**config.mk**
```make
export PLATFORM = sky130hd
export DESIGN_NAME = lru_tag_store_top
export DESIGN_NICKNAME = d
export VERILOG_FILES = /design/src/rtl/lts_pkg.sv /design/src/rtl/lts_table.sv /design/src/rtl/lts_scan.sv /design/src/rtl/lru_tag_store_top.sv
export VERILOG_INCLUDE_DIRS = /design/src /design/src/rtl
export SDC_FILE = /design/constraint.sdc
export NUM_CORES = 2
export LEC_CHECK = 0
export BUFFER_PORTS_ARGS = -buffer_cell sky130_fd_sc_hd__buf_4
export CORE_MARGIN = 5
export CORE_UTILIZATION = 40
export DETAILED_ROUTE_END_ITERATION = 10
export GPL_TIMING_DRIVEN = 0
export HOLD_SLACK_MARGIN = 0.12
export SLEW_MARGIN = 20
export SYNTH_ARGS = -nofsm -noshare
export SYNTH_HDL_FRONTEND = slang
export SYNTH_SLANG_ARGS = --single-unit
```
**constraint.sdc**
```tcl
create_clock -name clk -period 14.99 [get_ports clk]
set_input_delay 0.7495 -clock clk [delete_from_list [all_inputs] [get_ports clk]]
set_output_delay 0.7495 -clock clk [all_outputs]
set_load 0.005 [all_outputs]
```
**src/rtl/lru_tag_store_top_assert.svh**
```systemverilog
// ----------------------------------------------------------------------------
// lru tag store assertion macros
// Shared property forms for the tag store modules, clocked on clk and
// disabled while rst_n is low.
// ----------------------------------------------------------------------------
`ifndef LRU_TAG_STORE_TOP_ASSERT_SVH
`define LRU_TAG_STORE_TOP_ASSERT_SVH

// same-cycle implication
`define LTS_ASSERT_IMPL(name, ante, cons, msg) \
    name: assert property (@(posedge clk) disable iff (!rst_n) (ante) |-> (cons)) \
        else $error(msg);

// next-cycle implication
`define LTS_ASSERT_NEXT(name, ante, cons, msg) \
    name: assert property (@(posedge clk) disable iff (!rst_n) (ante) |=> (cons)) \
        else $error(msg);

`endif

```
**src/rtl/lts_pkg.sv**
```systemverilog
// ----------------------------------------------------------------------------
// lts_pkg
// Sizes, codes and shared types of the lru tag store.
// ----------------------------------------------------------------------------
package lts_pkg;

    // table geometry
    localparam int SLOTS       = 10;
    localparam int DRAIN_COUNT = 4;
    localparam int IDX_W       = $clog2(SLOTS);
    localparam int RANK_W      = $clog2(SLOTS);
    localparam int CNT_W       = $clog2(SLOTS + 1);
    localparam int DRAIN_W     = (DRAIN_COUNT > 1) ? $clog2(DRAIN_COUNT) : 1;

    // operation codes
    localparam logic FUNC_SAVE  = 1'b0;
    localparam logic FUNC_DRAIN = 1'b1;

    // stored report body, tag id kept apart
    typedef struct packed {
        logic [31:0] receiver;
        logic [7:0]  battery;
        logic [7:0]  rssi;
        logic [31:0] seq_num;
        logic [7:0]  temperature;
    } payload_t;

    // outcome of one pass over the table
    typedef struct packed {
        logic              done;
        logic              hit;
        logic [IDX_W-1:0]  hit_idx;
        logic [RANK_W-1:0] hit_rank;
        logic              free;
        logic [IDX_W-1:0]  free_idx;
        logic [IDX_W-1:0]  lru_idx;
        logic              head;
        logic [IDX_W-1:0]  head_idx;
        logic [31:0]       head_tag;
    } scan_res_t;

    // table update command
    typedef struct packed {
        logic              save_en;
        logic              drain_en;
        logic [IDX_W-1:0]  idx;
        logic              fresh;
        logic              hit;
        logic [RANK_W-1:0] hit_rank;
    } tbl_cmd_t;

endpackage

```
**src/rtl/lts_table.sv**
```systemverilog
// ----------------------------------------------------------------------------
// lts_table
// Slot storage: tag ids, recency ranks, report bodies and the fill count.
// Applies one save or drain update per cycle to all ranks in parallel.
// ----------------------------------------------------------------------------
module lts_table (
    input  logic                        clk,
    input  logic                        rst_n,
    input  logic [lts_pkg::IDX_W-1:0]   rd_idx,
    output logic [31:0]                 rd_tag,
    output logic [lts_pkg::RANK_W-1:0]  rd_rank,
    input  logic [lts_pkg::IDX_W-1:0]   pl_idx,
    output lts_pkg::payload_t           pl_data,
    output logic [lts_pkg::CNT_W-1:0]   count,
    input  lts_pkg::tbl_cmd_t           cmd,
    input  logic [31:0]                 wr_tag,
    input  lts_pkg::payload_t           wr_pl
);

    logic [31:0]                tag_reg  [lts_pkg::SLOTS];
    logic [lts_pkg::RANK_W-1:0] rank_reg [lts_pkg::SLOTS];
    lts_pkg::payload_t          pl_reg   [lts_pkg::SLOTS];
    logic [lts_pkg::CNT_W-1:0]  count_reg;
    logic [lts_pkg::CNT_W-1:0]  old_rank;

    // read ports
    assign rd_tag  = tag_reg[rd_idx];
    assign rd_rank = rank_reg[rd_idx];
    assign pl_data = pl_reg[pl_idx];
    assign count   = count_reg;

    // rank of the chosen slot before the save: new slots rank past the end
    always_comb
    begin
        if (cmd.hit)
        begin
            old_rank = lts_pkg::CNT_W'(cmd.hit_rank);
        end
        else if (cmd.fresh)
        begin
            old_rank = count_reg;
        end
        else
        begin
            old_rank = count_reg - lts_pkg::CNT_W'(1);
        end
    end

    // tags, ranks and fill count
    always_ff @(posedge clk or negedge rst_n)
    begin
        if (!rst_n)
        begin
            for (int s = 0; s < lts_pkg::SLOTS; s++)
            begin
                tag_reg[s]  <= '0;
                rank_reg[s] <= '0;
            end
            count_reg <= '0;
        end
        else if (cmd.save_en)
        begin
            for (int s = 0; s < lts_pkg::SLOTS; s++)
            begin
                if (cmd.idx == lts_pkg::IDX_W'(s))
                begin
                    tag_reg[s]  <= wr_tag;
                    rank_reg[s] <= '0;
                end
                else if ((tag_reg[s] != '0) &&
                         (lts_pkg::CNT_W'(rank_reg[s]) < old_rank))
                begin
                    rank_reg[s] <= rank_reg[s] + lts_pkg::RANK_W'(1);
                end
            end
            if (cmd.fresh)
            begin
                count_reg <= count_reg + lts_pkg::CNT_W'(1);
            end
        end
        else if (cmd.drain_en)
        begin
            for (int s = 0; s < lts_pkg::SLOTS; s++)
            begin
                if (cmd.idx == lts_pkg::IDX_W'(s))
                begin
                    tag_reg[s]  <= '0;
                    rank_reg[s] <= '0;
                end
                else if ((tag_reg[s] != '0) && (rank_reg[s] != '0))
                begin
                    rank_reg[s] <= rank_reg[s] - lts_pkg::RANK_W'(1);
                end
            end
            count_reg <= count_reg - lts_pkg::CNT_W'(1);
        end
    end

    // report bodies, only read back from occupied slots
    always_ff @(posedge clk)
    begin
        if (cmd.save_en)
        begin
            pl_reg[cmd.idx] <= wr_pl;
        end
    end

`include "lru_tag_store_top_assert.svh"

    `LTS_ASSERT_IMPL(a_drain_not_empty, cmd.drain_en, count_reg != '0, "drain on empty table")
    `LTS_ASSERT_IMPL(a_fresh_has_room, cmd.save_en && cmd.fresh, count_reg < lts_pkg::CNT_W'(lts_pkg::SLOTS), "free slot taken in full table")
    `LTS_ASSERT_IMPL(a_evict_when_full, cmd.save_en && !cmd.fresh && !cmd.hit, count_reg == lts_pkg::CNT_W'(lts_pkg::SLOTS), "eviction with room left")

endmodule

```
**src/rtl/lts_scan.sv**
```systemverilog
// ----------------------------------------------------------------------------
// lts_scan
// Shared slot compare unit: walks the table one slot a cycle and records
// the matching slot, the first free slot, the least recent slot and the
// most recent slot.
// ----------------------------------------------------------------------------
module lts_scan (
    input  logic                        clk,
    input  logic                        rst_n,
    input  logic                        start,
    input  logic                        drain_mode,
    input  logic [31:0]                 key,
    input  logic [lts_pkg::CNT_W-1:0]   count,
    input  logic [31:0]                 rd_tag,
    input  logic [lts_pkg::RANK_W-1:0]  rd_rank,
    output logic [lts_pkg::IDX_W-1:0]   idx,
    output lts_pkg::scan_res_t          res
);

    logic                        run_reg;
    logic                        done_reg;
    logic [lts_pkg::IDX_W-1:0]   idx_reg;
    logic                        hit_reg;
    logic [lts_pkg::IDX_W-1:0]   hit_idx_reg;
    logic [lts_pkg::RANK_W-1:0]  hit_rank_reg;
    logic                        free_reg;
    logic [lts_pkg::IDX_W-1:0]   free_idx_reg;
    logic                        lru_found_reg;
    logic [lts_pkg::IDX_W-1:0]   lru_idx_reg;
    logic                        head_reg;
    logic [lts_pkg::IDX_W-1:0]   head_idx_reg;
    logic [31:0]                 head_tag_reg;

    logic occ;
    logic is_hit;
    logic is_free;
    logic is_lru;
    logic is_head;
    logic last;

    // per-slot compares on the slot under the cursor
    always_comb
    begin
        occ     = (rd_tag != '0);
        is_hit  = !hit_reg && (rd_tag == key);
        is_free = !free_reg && !occ;
        is_lru  = !lru_found_reg &&
                  ((lts_pkg::CNT_W'(rd_rank) + lts_pkg::CNT_W'(1)) == count);
        is_head = !head_reg && occ && (rd_rank == '0);
        last    = (idx_reg == lts_pkg::IDX_W'(lts_pkg::SLOTS - 1));
    end

    // cursor and found slots
    always_ff @(posedge clk or negedge rst_n)
    begin
        if (!rst_n)
        begin
            run_reg       <= 1'b0;
            done_reg      <= 1'b0;
            idx_reg       <= '0;
            hit_reg       <= 1'b0;
            hit_idx_reg   <= '0;
            hit_rank_reg  <= '0;
            free_reg      <= 1'b0;
            free_idx_reg  <= '0;
            lru_found_reg <= 1'b0;
            lru_idx_reg   <= '0;
            head_reg      <= 1'b0;
            head_idx_reg  <= '0;
            head_tag_reg  <= '0;
        end
        else
        begin
            done_reg <= 1'b0;
            if (start)
            begin
                run_reg       <= 1'b1;
                idx_reg       <= '0;
                hit_reg       <= 1'b0;
                free_reg      <= 1'b0;
                lru_found_reg <= 1'b0;
                lru_idx_reg   <= '0;
                head_reg      <= 1'b0;
            end
            else if (run_reg)
            begin
                if (is_hit)
                begin
                    hit_reg      <= 1'b1;
                    hit_idx_reg  <= idx_reg;
                    hit_rank_reg <= rd_rank;
                end
                if (is_free)
                begin
                    free_reg     <= 1'b1;
                    free_idx_reg <= idx_reg;
                end
                if (is_lru)
                begin
                    lru_found_reg <= 1'b1;
                    lru_idx_reg   <= idx_reg;
                end
                if (is_head)
                begin
                    head_reg     <= 1'b1;
                    head_idx_reg <= idx_reg;
                    head_tag_reg <= rd_tag;
                end
                // a drain pass stops at the most recent slot
                if (last || (drain_mode && is_head))
                begin
                    run_reg  <= 1'b0;
                    done_reg <= 1'b1;
                end
                else
                begin
                    idx_reg <= idx_reg + lts_pkg::IDX_W'(1);
                end
            end
        end
    end

    assign idx          = idx_reg;
    assign res.done     = done_reg;
    assign res.hit      = hit_reg;
    assign res.hit_idx  = hit_idx_reg;
    assign res.hit_rank = hit_rank_reg;
    assign res.free     = free_reg;
    assign res.free_idx = free_idx_reg;
    assign res.lru_idx  = lru_idx_reg;
    assign res.head     = head_reg;
    assign res.head_idx = head_idx_reg;
    assign res.head_tag = head_tag_reg;

endmodule

```
**src/rtl/lru_tag_store_top.sv**
```systemverilog
// ----------------------------------------------------------------------------
// lru_tag_store_top
// Recency-ordered table of tag reports with save and drain operations.
// ----------------------------------------------------------------------------
// A save word (func 0) updates the slot holding the same tag id, else the
// lowest free slot, else the least recent slot, and makes it most recent;
// a save with tag id zero is dropped. A drain word (func 1) returns
// DRAIN_COUNT result words, most recent first, freeing each drained slot,
// with zero filler (present low) once the table is empty; last_of_run marks
// the final one. One input word is taken at a time. Each save and each drain
// result is found by the single slot compare unit, which steps through the
// table one slot per cycle; a drain search ends at the most recent slot, and
// the output handshake follows it.
module lru_tag_store_top (
    input  logic               clk,
    input  logic               rst_n,
    // configuration
    input  logic               cfg_wr_en,
    input  logic [31:0]        cfg_wr_data,
    // input words
    input  logic               in_valid,
    output logic               in_ready,
    input  logic               func,
    input  logic [31:0]        tag_id_in,
    input  logic [7:0]         battery_in,
    input  logic signed [7:0]  signal_in,
    input  logic [31:0]        sequence_in,
    input  logic signed [7:0]  temperature_in,
    // result words
    output logic               out_valid,
    input  logic               out_ready,
    output logic               present,
    output logic [31:0]        receiver_out,
    output logic [31:0]        tag_id_out,
    output logic [7:0]         battery_out,
    output logic signed [7:0]  signal_out,
    output logic [31:0]        sequence_out,
    output logic signed [7:0]  temperature_out,
    output logic               last_of_run
);

    typedef enum logic [1:0] {
        ST_IDLE,
        ST_SAVE_SCAN,
        ST_DRAIN_SCAN,
        ST_DRAIN_OUT
    } state_t;

    state_t                        state_reg,       state_next;
    logic [31:0]                   receiver_id_reg, receiver_id_next;
    logic [31:0]                   item_tag_reg,    item_tag_next;
    lts_pkg::payload_t             item_pl_reg,     item_pl_next;
    logic [lts_pkg::DRAIN_W-1:0]   drain_k_reg,     drain_k_next;
    logic                          out_valid_reg,   out_valid_next;
    logic                          present_reg,     present_next;
    logic                          last_reg,        last_next;
    logic [31:0]                   out_tag_reg,     out_tag_next;
    lts_pkg::payload_t             out_pl_reg,      out_pl_next;

    logic                          scan_start;
    logic [lts_pkg::IDX_W-1:0]     scan_idx;
    lts_pkg::scan_res_t            scan_res;
    logic [31:0]                   rd_tag;
    logic [lts_pkg::RANK_W-1:0]    rd_rank;
    lts_pkg::payload_t             pl_data;
    logic [lts_pkg::CNT_W-1:0]     count;
    lts_pkg::tbl_cmd_t             tbl_cmd;

    // slot storage
    lts_table u_table (
        .clk     (clk),
        .rst_n   (rst_n),
        .rd_idx  (scan_idx),
        .rd_tag  (rd_tag),
        .rd_rank (rd_rank),
        .pl_idx  (scan_res.head_idx),
        .pl_data (pl_data),
        .count   (count),
        .cmd     (tbl_cmd),
        .wr_tag  (item_tag_reg),
        .wr_pl   (item_pl_reg)
    );

    // shared slot compare unit
    lts_scan u_scan (
        .clk        (clk),
        .rst_n      (rst_n),
        .start      (scan_start),
        .drain_mode (state_reg == ST_DRAIN_SCAN),
        .key        (item_tag_reg),
        .count      (count),
        .rd_tag     (rd_tag),
        .rd_rank    (rd_rank),
        .idx        (scan_idx),
        .res        (scan_res)
    );

    // sequencer
    always_comb
    begin
        state_next       = state_reg;
        receiver_id_next = cfg_wr_en ? cfg_wr_data : receiver_id_reg;
        item_tag_next    = item_tag_reg;
        item_pl_next     = item_pl_reg;
        drain_k_next     = drain_k_reg;
        out_valid_next   = out_valid_reg;
        present_next     = present_reg;
        last_next        = last_reg;
        out_tag_next     = out_tag_reg;
        out_pl_next      = out_pl_reg;
        scan_start       = 1'b0;
        tbl_cmd          = '0;

        unique case (state_reg)
            ST_IDLE:
            begin
                if (in_valid)
                begin
                    item_tag_next            = tag_id_in;
                    item_pl_next.receiver    = receiver_id_reg;
                    item_pl_next.battery     = battery_in;
                    item_pl_next.rssi        = $unsigned(signal_in);
                    item_pl_next.seq_num     = sequence_in;
                    item_pl_next.temperature = $unsigned(temperature_in);
                    if (func == lts_pkg::FUNC_DRAIN)
                    begin
                        drain_k_next = '0;
                        scan_start   = 1'b1;
                        state_next   = ST_DRAIN_SCAN;
                    end
                    else if (tag_id_in != '0)
                    begin
                        scan_start = 1'b1;
                        state_next = ST_SAVE_SCAN;
                    end
                end
            end

            ST_SAVE_SCAN:
            begin
                // matching slot, else first free, else least recent
                if (scan_res.done)
                begin
                    tbl_cmd.save_en  = 1'b1;
                    tbl_cmd.hit      = scan_res.hit;
                    tbl_cmd.hit_rank = scan_res.hit_rank;
                    tbl_cmd.fresh    = !scan_res.hit && scan_res.free;
                    if (scan_res.hit)
                    begin
                        tbl_cmd.idx = scan_res.hit_idx;
                    end
                    else if (scan_res.free)
                    begin
                        tbl_cmd.idx = scan_res.free_idx;
                    end
                    else
                    begin
                        tbl_cmd.idx = scan_res.lru_idx;
                    end
                    state_next = ST_IDLE;
                end
            end

            ST_DRAIN_SCAN:
            begin
                // load the result word and free the drained slot, if any
                if (scan_res.done)
                begin
                    out_valid_next = 1'b1;
                    present_next   = scan_res.head;
                    last_next      = (drain_k_reg ==
                                      lts_pkg::DRAIN_W'(lts_pkg::DRAIN_COUNT - 1));
                    if (scan_res.head)
                    begin
                        out_tag_next     = scan_res.head_tag;
                        out_pl_next      = pl_data;
                        tbl_cmd.drain_en = 1'b1;
                        tbl_cmd.idx      = scan_res.head_idx;
                    end
                    else
                    begin
                        out_tag_next = '0;
                        out_pl_next  = '0;
                    end
                    state_next = ST_DRAIN_OUT;
                end
            end

            ST_DRAIN_OUT:
            begin
                if (out_ready)
                begin
                    out_valid_next = 1'b0;
                    if (last_reg)
                    begin
                        state_next = ST_IDLE;
                    end
                    else
                    begin
                        drain_k_next = drain_k_reg + lts_pkg::DRAIN_W'(1);
                        scan_start   = 1'b1;
                        state_next   = ST_DRAIN_SCAN;
                    end
                end
            end

            default:
            begin
                state_next = ST_IDLE;
            end
        endcase
    end

    // state and registered outputs
    always_ff @(posedge clk or negedge rst_n)
    begin
        if (!rst_n)
        begin
            state_reg       <= ST_IDLE;
            receiver_id_reg <= '0;
            item_tag_reg    <= '0;
            item_pl_reg     <= '0;
            drain_k_reg     <= '0;
            out_valid_reg   <= 1'b0;
            present_reg     <= 1'b0;
            last_reg        <= 1'b0;
            out_tag_reg     <= '0;
            out_pl_reg      <= '0;
        end
        else
        begin
            state_reg       <= state_next;
            receiver_id_reg <= receiver_id_next;
            item_tag_reg    <= item_tag_next;
            item_pl_reg     <= item_pl_next;
            drain_k_reg     <= drain_k_next;
            out_valid_reg   <= out_valid_next;
            present_reg     <= present_next;
            last_reg        <= last_next;
            out_tag_reg     <= out_tag_next;
            out_pl_reg      <= out_pl_next;
        end
    end

    // ports
    assign in_ready        = (state_reg == ST_IDLE);
    assign out_valid       = out_valid_reg;
    assign present         = present_reg;
    assign receiver_out    = out_pl_reg.receiver;
    assign tag_id_out      = out_tag_reg;
    assign battery_out     = out_pl_reg.battery;
    assign signal_out      = $signed(out_pl_reg.rssi);
    assign sequence_out    = out_pl_reg.seq_num;
    assign temperature_out = $signed(out_pl_reg.temperature);
    assign last_of_run     = last_reg;

`include "lru_tag_store_top_assert.svh"

    `LTS_ASSERT_NEXT(a_drain_word_shown, (state_reg == ST_DRAIN_SCAN) && scan_res.done, out_valid_reg, "drain search ended without a result word")
    `LTS_ASSERT_NEXT(a_run_ends_idle, out_valid_reg && out_ready && last_reg, in_ready, "not ready after last word of a drain run")
    `LTS_ASSERT_IMPL(a_done_in_scan, scan_res.done, (state_reg == ST_SAVE_SCAN) || (state_reg == ST_DRAIN_SCAN), "slot search finished outside a search state")

endmodule

```
Word level (Yosys, flattened, before mapping)
Memories as Yosys holds them, arrays and structs flattened.
Index checks and enable logic that the tools add are counted.
{ "word_totals": {"regBits": 705, "ramBits": 880, "elab_cells": 371, "memories": 1} }
{ "op_classes": {"n_addsub": 25, "magnitude_cmp": 11, "n_eq_ne": 35, "mux": 135, "n_bitwise": 2, "n_reduce_logical": 110} }
{ "memory_table": {"columns": ["name", "depth", "width", "read_ports", "rd_clocked_by_memory_dff", "write_ports", "line", "source"], "rows": [
  ["u_table.pl_reg", 10, 88, 1, 0, 1, "lts_table.sv:22", "lts_pkg::payload_t pl_reg [lts_pkg::SLOTS];"]
]} }
{ "ops": {"columns": ["cell", "count"], "rows": [
  ["32-bit 2-to-1 mux", 23],
  ["320-bit 2-to-1 mux", 2],
  ["32-bit nonzero test", 12],
  ["4-bit 2-to-1 mux", 55],
  ["32-bit binary-select mux with 4-bit select", 1],
  ["88-bit 2-to-1 mux", 1],
  ["40-bit 2-to-1 mux", 2],
  ["4-bit by 1-bit adder with 4-bit output (second input constant)", 13],
  ["4-bit by 1-bit subtractor with 4-bit output (second input constant)", 11],
  ["3-bit AND reduction", 14],
  ["4-bit < comparator", 10],
  ["4-bit nonzero test", 10],
  ["2-bit AND reduction", 18],
  ["3-bit by 1-bit != test with 1-bit output (second input constant)", 11],
  ["32-bit == test", 1],
  ["1-bit 2-to-1 mux", 30],
  ["3-bit nonzero test", 10],
  ["1-bit logical AND", 27],
  ["2-bit 2-to-1 mux", 11],
  ["4-bit binary-select mux with 4-bit select", 1],
  ["4-bit by 3-bit == test with 1-bit output (second input constant)", 4],
  ["2-bit nonzero test", 8],
  ["4-bit == test (second input constant)", 3],
  ["2-bit != test (second input constant)", 6],
  ["22 further kinds", 34]
]} }

Longest topological paths before layout
{ "logic_depth": {"depth_word": 12, "mapped_depth": 17, "depth_no_buf": 13} }

Cells and area by module
From an unflattened synthesis, not the netlist that was laid out.
{ "hier_totals": {"cells_unflattened": 4247, "hier_area_um2": 66099.6} }
{ "modules_own_cells": {"columns": ["mod", "instances", "cells_per_inst", "area_per_inst_um2"], "rows": [
  ["lts_table", 1, 3090, 52067.4],
  ["lru_tag_store_top", 1, 928, 11030.6],
  ["lts_scan", 1, 229, 3001.6]
]} }

Least setup slack after synthesis
OpenSTA, ideal clock, no wires.
{ "synth_timing": {"path_type": "reg-to-reg", "start": "register state_reg[1]", "end": "memory u_table.pl_reg[8][0] in the netlist's numbering, enable pin", "setup_time_ps": 643, "arrival_ps": 7689, "t_required_ps": 14347, "slack_ps": 6658, "path_stages_with_launch": 9, "period_less_slack_ps": 8332, "path_cell_list": "dfrtp_1 > inv_1 > ha_1 > and2_1 > clkbuf_1 > o211ai_1 > a21boi_0 > or3_1 > nor3_1"} }
{ "synth_between": {"elab_chain_cells": 4, "elab_cells_between_ends": 6} }
{ "synth_lines": {"columns": ["item", "line", "source"], "rows": [
  ["start, declared", "lru_tag_store_top.sv:49", "state_t state_reg, state_next;"],
  ["start signal, assigned", "lru_tag_store_top.sv:232", "state_reg <= state_next;"],
  ["2-bit by 1-bit == test with 1-bit output", "lru_tag_store_top.sv:114", "unique case (state_reg)"],
  ["1-bit 2-to-1 mux", "lru_tag_store_top.sv:114", null],
  ["1-bit 2-to-1 mux", "lts_table.sv:102", "if (cmd.save_en)"],
  ["1-bit 2-to-1 mux (implied by the code)", "lts_table.sv:104", "pl_reg[cmd.idx] <= wr_pl;"],
  ["end, declared", "lts_table.sv:22", null]
]} }
Parallel ways exist; a longest one is shown, timed or not.

Worst setup path in the final report
{ "layout_timing": {"start": "register state_reg[1]", "end": "register u_table.rank_reg[31] in the netlist's numbering"} }
{ "layout_between": {"elab_chain_cells": 8, "elab_cells_between_ends": 19} }
{ "layout_lines": {"columns": ["item", "line", "source"], "rows": [
  ["2-bit by 1-bit == test with 1-bit output", "lru_tag_store_top.sv:114", null],
  ["6-bit 2-to-1 mux", "lru_tag_store_top.sv:114", null],
  ["4-bit 2-to-1 mux", "lts_table.sv:39", "else if (cmd.fresh)"],
  ["4-bit 2-to-1 mux", "lts_table.sv:35", "if (cmd.hit)"],
  ["4-bit < comparator", "lts_table.sv:71", "(lts_pkg::CNT_W'(rank_reg[s]) < old_rank))"],
  ["1-bit logical AND", "lts_table.sv:70", "else if ((tag_reg[s] != '0) &&"],
  ["3-bit by 1-bit != test with 1-bit output (no source line)", null, null],
  ["3-bit AND reduction (no source line)", null, null],
  ["end signal, assigned by index", "lts_table.sv:73", "rank_reg[s] <= rank_reg[s] + lts_pkg::RANK_W'(1);"],
  ["end signal, assigned by index", "lts_table.sv:92", "rank_reg[s] <= rank_reg[s] - lts_pkg::RANK_W'(1);"],
  ["end, declared", "lts_table.sv:21", "logic [lts_pkg::RANK_W-1:0] rank_reg [lts_pkg::SLOTS];"]
]} }
Parallel ways exist; a longest one is shown, timed or not. The select of a mux whose other input is x is not followed.
A chain may end at the register's enable or synchronous reset.

==> metrics.txt <==
ys async rst share=44.5%; Post-Syn Instances=4482; CP bufs+invs=5; initial antenna violation count=10; Post-synth EDFFs=880; required time worst endpoint=15750 ps; router iterations before antenna repair=8; leakage=29.8 nW; Synth top area share=40.2%; Clock Path Buffers=3; crit start category=flip-flop; max-slew violations=0; via-per-instance ratio=5.71; syn nets=4669; Final period util=40.0%; share of cells above drive strength 1=20.2%; final instance area=78100 sq um; Hold Path Class=primary input to flip-flop; crit-path most repeated cell=clkbuf_1; R2R cell count=15; PwrDens=183 nW/um^2; clock-pin slew on the worst setup and hold paths=60 ps; switching power=4.77 mW; CP max stage cell=clkbuf_1; global route overflow=0; nets=5202; Die Ht=416 microns; CTS sink cnt=1585; Clock power frac=29.6%; vias in the first global route=41998; max reg flops=880; register share of total power=42.8%; clk_skew=49.6 ps; Yosys top cell by area=edfxtp_1; Final Hold Viols=0; fin crit period=5990 ps; R2R Path End=u_table.rank_reg[31]; Cell Area, Placed=72000 sq um; wire per inst=27.0 microns; WP data arrival=6760 ps; Clock Latency Late Sink=820 ps; Switching Share=33.4%; vias=41874; Commonest cells post-synth=880 x edfxtp_1, 705 x dfrtp_1, 429 x nand2_1; synth unique cells=72; Slew @ Worst Pin=1180 ps; RSZ-0062 raised after global routing=false; Seq cells post-synth=1585; min-delay src=sequence_in[19]; Max Cap Violations=0; Setup-failing EPs final=0; headroom to the max-slew limit=21.5%; Final Wtd Congestion=0.941; post-CTS setup buffer count=0; residual DRC count=0; I/O pin count=250; chip width=416 microns; Core ar.=163000 sq um; yosys warns=0; starting density of the core=40.3%; Synth Area per Inst=14.7 sq um; violation count after the first detailed-route iteration=3794; first-pass GRT wire length=291000 microns; port bufs=248; number of H-tree levels=4; critical path type=flip-flop to flip-flop; worst stage delay on the critical path=840 ps; die area=173000 sq um; Area Overhead vs Synth=18.7%; cell with the most instances after synthesis=edfxtp_1; Syn Std Cell Area=65800 sq um; post-place setup slack=9100 ps; flop2flop setup slack=9000 ps; FP Rows=148; Gate power share=27.7%; Power Internal=9.50 mW; largest net degree at the start of global routing=98; Setup crit end kind=flip-flop; fmax=167 MHz; clock root buffer=clkbuf_16; largest cells by area after synthesis=edfxtp_1 40%, dfrtp_1 27%, mux4_2 7.1%; Worst Hold End=item_pl_reg[27]; Post-CTS Resized=0; Most used DFF post-synth=edfxtp_1; HPWL after detailed placement=140000 microns; worst r2r src=state_reg[1]; final setup margin=9000 ps; hold path cells=2; Critical Path Fanout Max=10; Peak VDD IR=0.108 mV; CTS tree=done; delay-heaviest family, CP=buffers and inverters; cts bufs inserted=167; sequential area share after synthesis=67.0%; status=completed; global-route usage over all layers=22.7%; final wirelength=198000 microns; Final ANT Viol Nets=0; CP cell instances=inv_1 -> ha_1 -> and2_1 -> clkbuf_1 -> clkbuf_1 -> clkbuf_1 -> buf_1 -> a21oi_1 -> o21ai_2 -> ha_1 -> o21a_1 -> o21a_1 -> or4b_2 -> a211o_1 -> nand2_1
[power groups by stage]
stage | Sequential [mW] | Clock (mW) | Combinational (mW)
global placement | 6.15 | 0 | 3.88
CTS | 6.10 | 4.28 | 3.96
finish | 6.10 | 4.22 | 3.94
global route | 6.17 | 4.47 | 4.20
detailed placement | 6.19 | 0 | 3.93
floorplan | 5.86 | 0 | 2.43
[per-layer routing]
layer / vias to the layer above / track usage (%) / wire (microns)
met1: 21806 / 29.8 / 79700
met4: 2 / 9.38 / 8610
met3: 353 / 4.21 / 13700
li1: 18108 / - / -
met5: - / 0 / 13
met2: 1605 / 37.2 / 96400
[placed cells by master, fill, tap and decap left out, drive strengths merged, types with 21 or more instances in the layout]
cell,n
nor2b,95
xnor2,54
nand2,429
nand3,51
mux2,177
edfxtp,880
nor4,100
a211oi,95
nor2,89
nor3,27
a22o,125
inv,127
clkinv,50
dfrtp,705
nand4,47
dlygate4sd3,42
buf,372
a22oi,21
mux2i,241
ha,61
mux4,209
clkbuf,467
o21ai,378
a21oi,136
[stage by stage]
stage          setup TNS (ps)  utilization, %  hold slack, ps  cells  power, mW
5_1_grt                     0            47.9             145   7336       14.8
4_1_cts                     0            47.9             120   7332       14.3
3_5_place_dp                0            44.1             481   6979       10.1
6_report                    0            47.9             179   7336       14.3
3_3_place_gp           -78090            43.1             469   6905       10.0
2_1_floorplan               0               -             454   4482       8.29
[logic make-up (layout without fill, tap and decap cells)]
family	after synthesis	after routing	share of synthesized area (%)
buffers and inverters	396	1071	2.51
muxes	627	627	13.9
adders and majority gates	61	61	1.16
DFF	1585	1585	67.0
and+or+nand+nor	892	892	6.45
xor gates and xnor gates	59	59	0.785
AOI/OAI and AO/OA	862	862	8.24
other	0	4	0
[area by class of cell]
type                       count  area (sq um)
antenna                        4          10.0
buffer                       275          1220
fill                       13974         85000
clock buffer                 242          4870
multi-input combinational   2501         20200
sequential                  1585         44100
tap                         2175          2720
timing repair buffer         364          3810
inverter                     121           454
clock inverter                69           807
[how the worst max path moves through the flow]
stage,startpoint,endpoint,cells after the start
after floorplan,state_reg[1],u_table.pl_reg[8][0],8
after global placement,state_reg[1],u_table.pl_reg[8][72],8
after detailed placement,state_reg[1],u_table.rank_reg[31],15
after CTS,state_reg[1],u_table.rank_reg[31],15
after global routing,state_reg[1],u_table.rank_reg[31],15
final,state_reg[1],u_table.rank_reg[31],15
[what timing repair did]
action | CTS | global route
endpoints found under the hold margin | 89 | 0
setup endpoints to repair | 0 | 0
hold buffers | 42 | 0
Power figures use the tool's default switching activity.
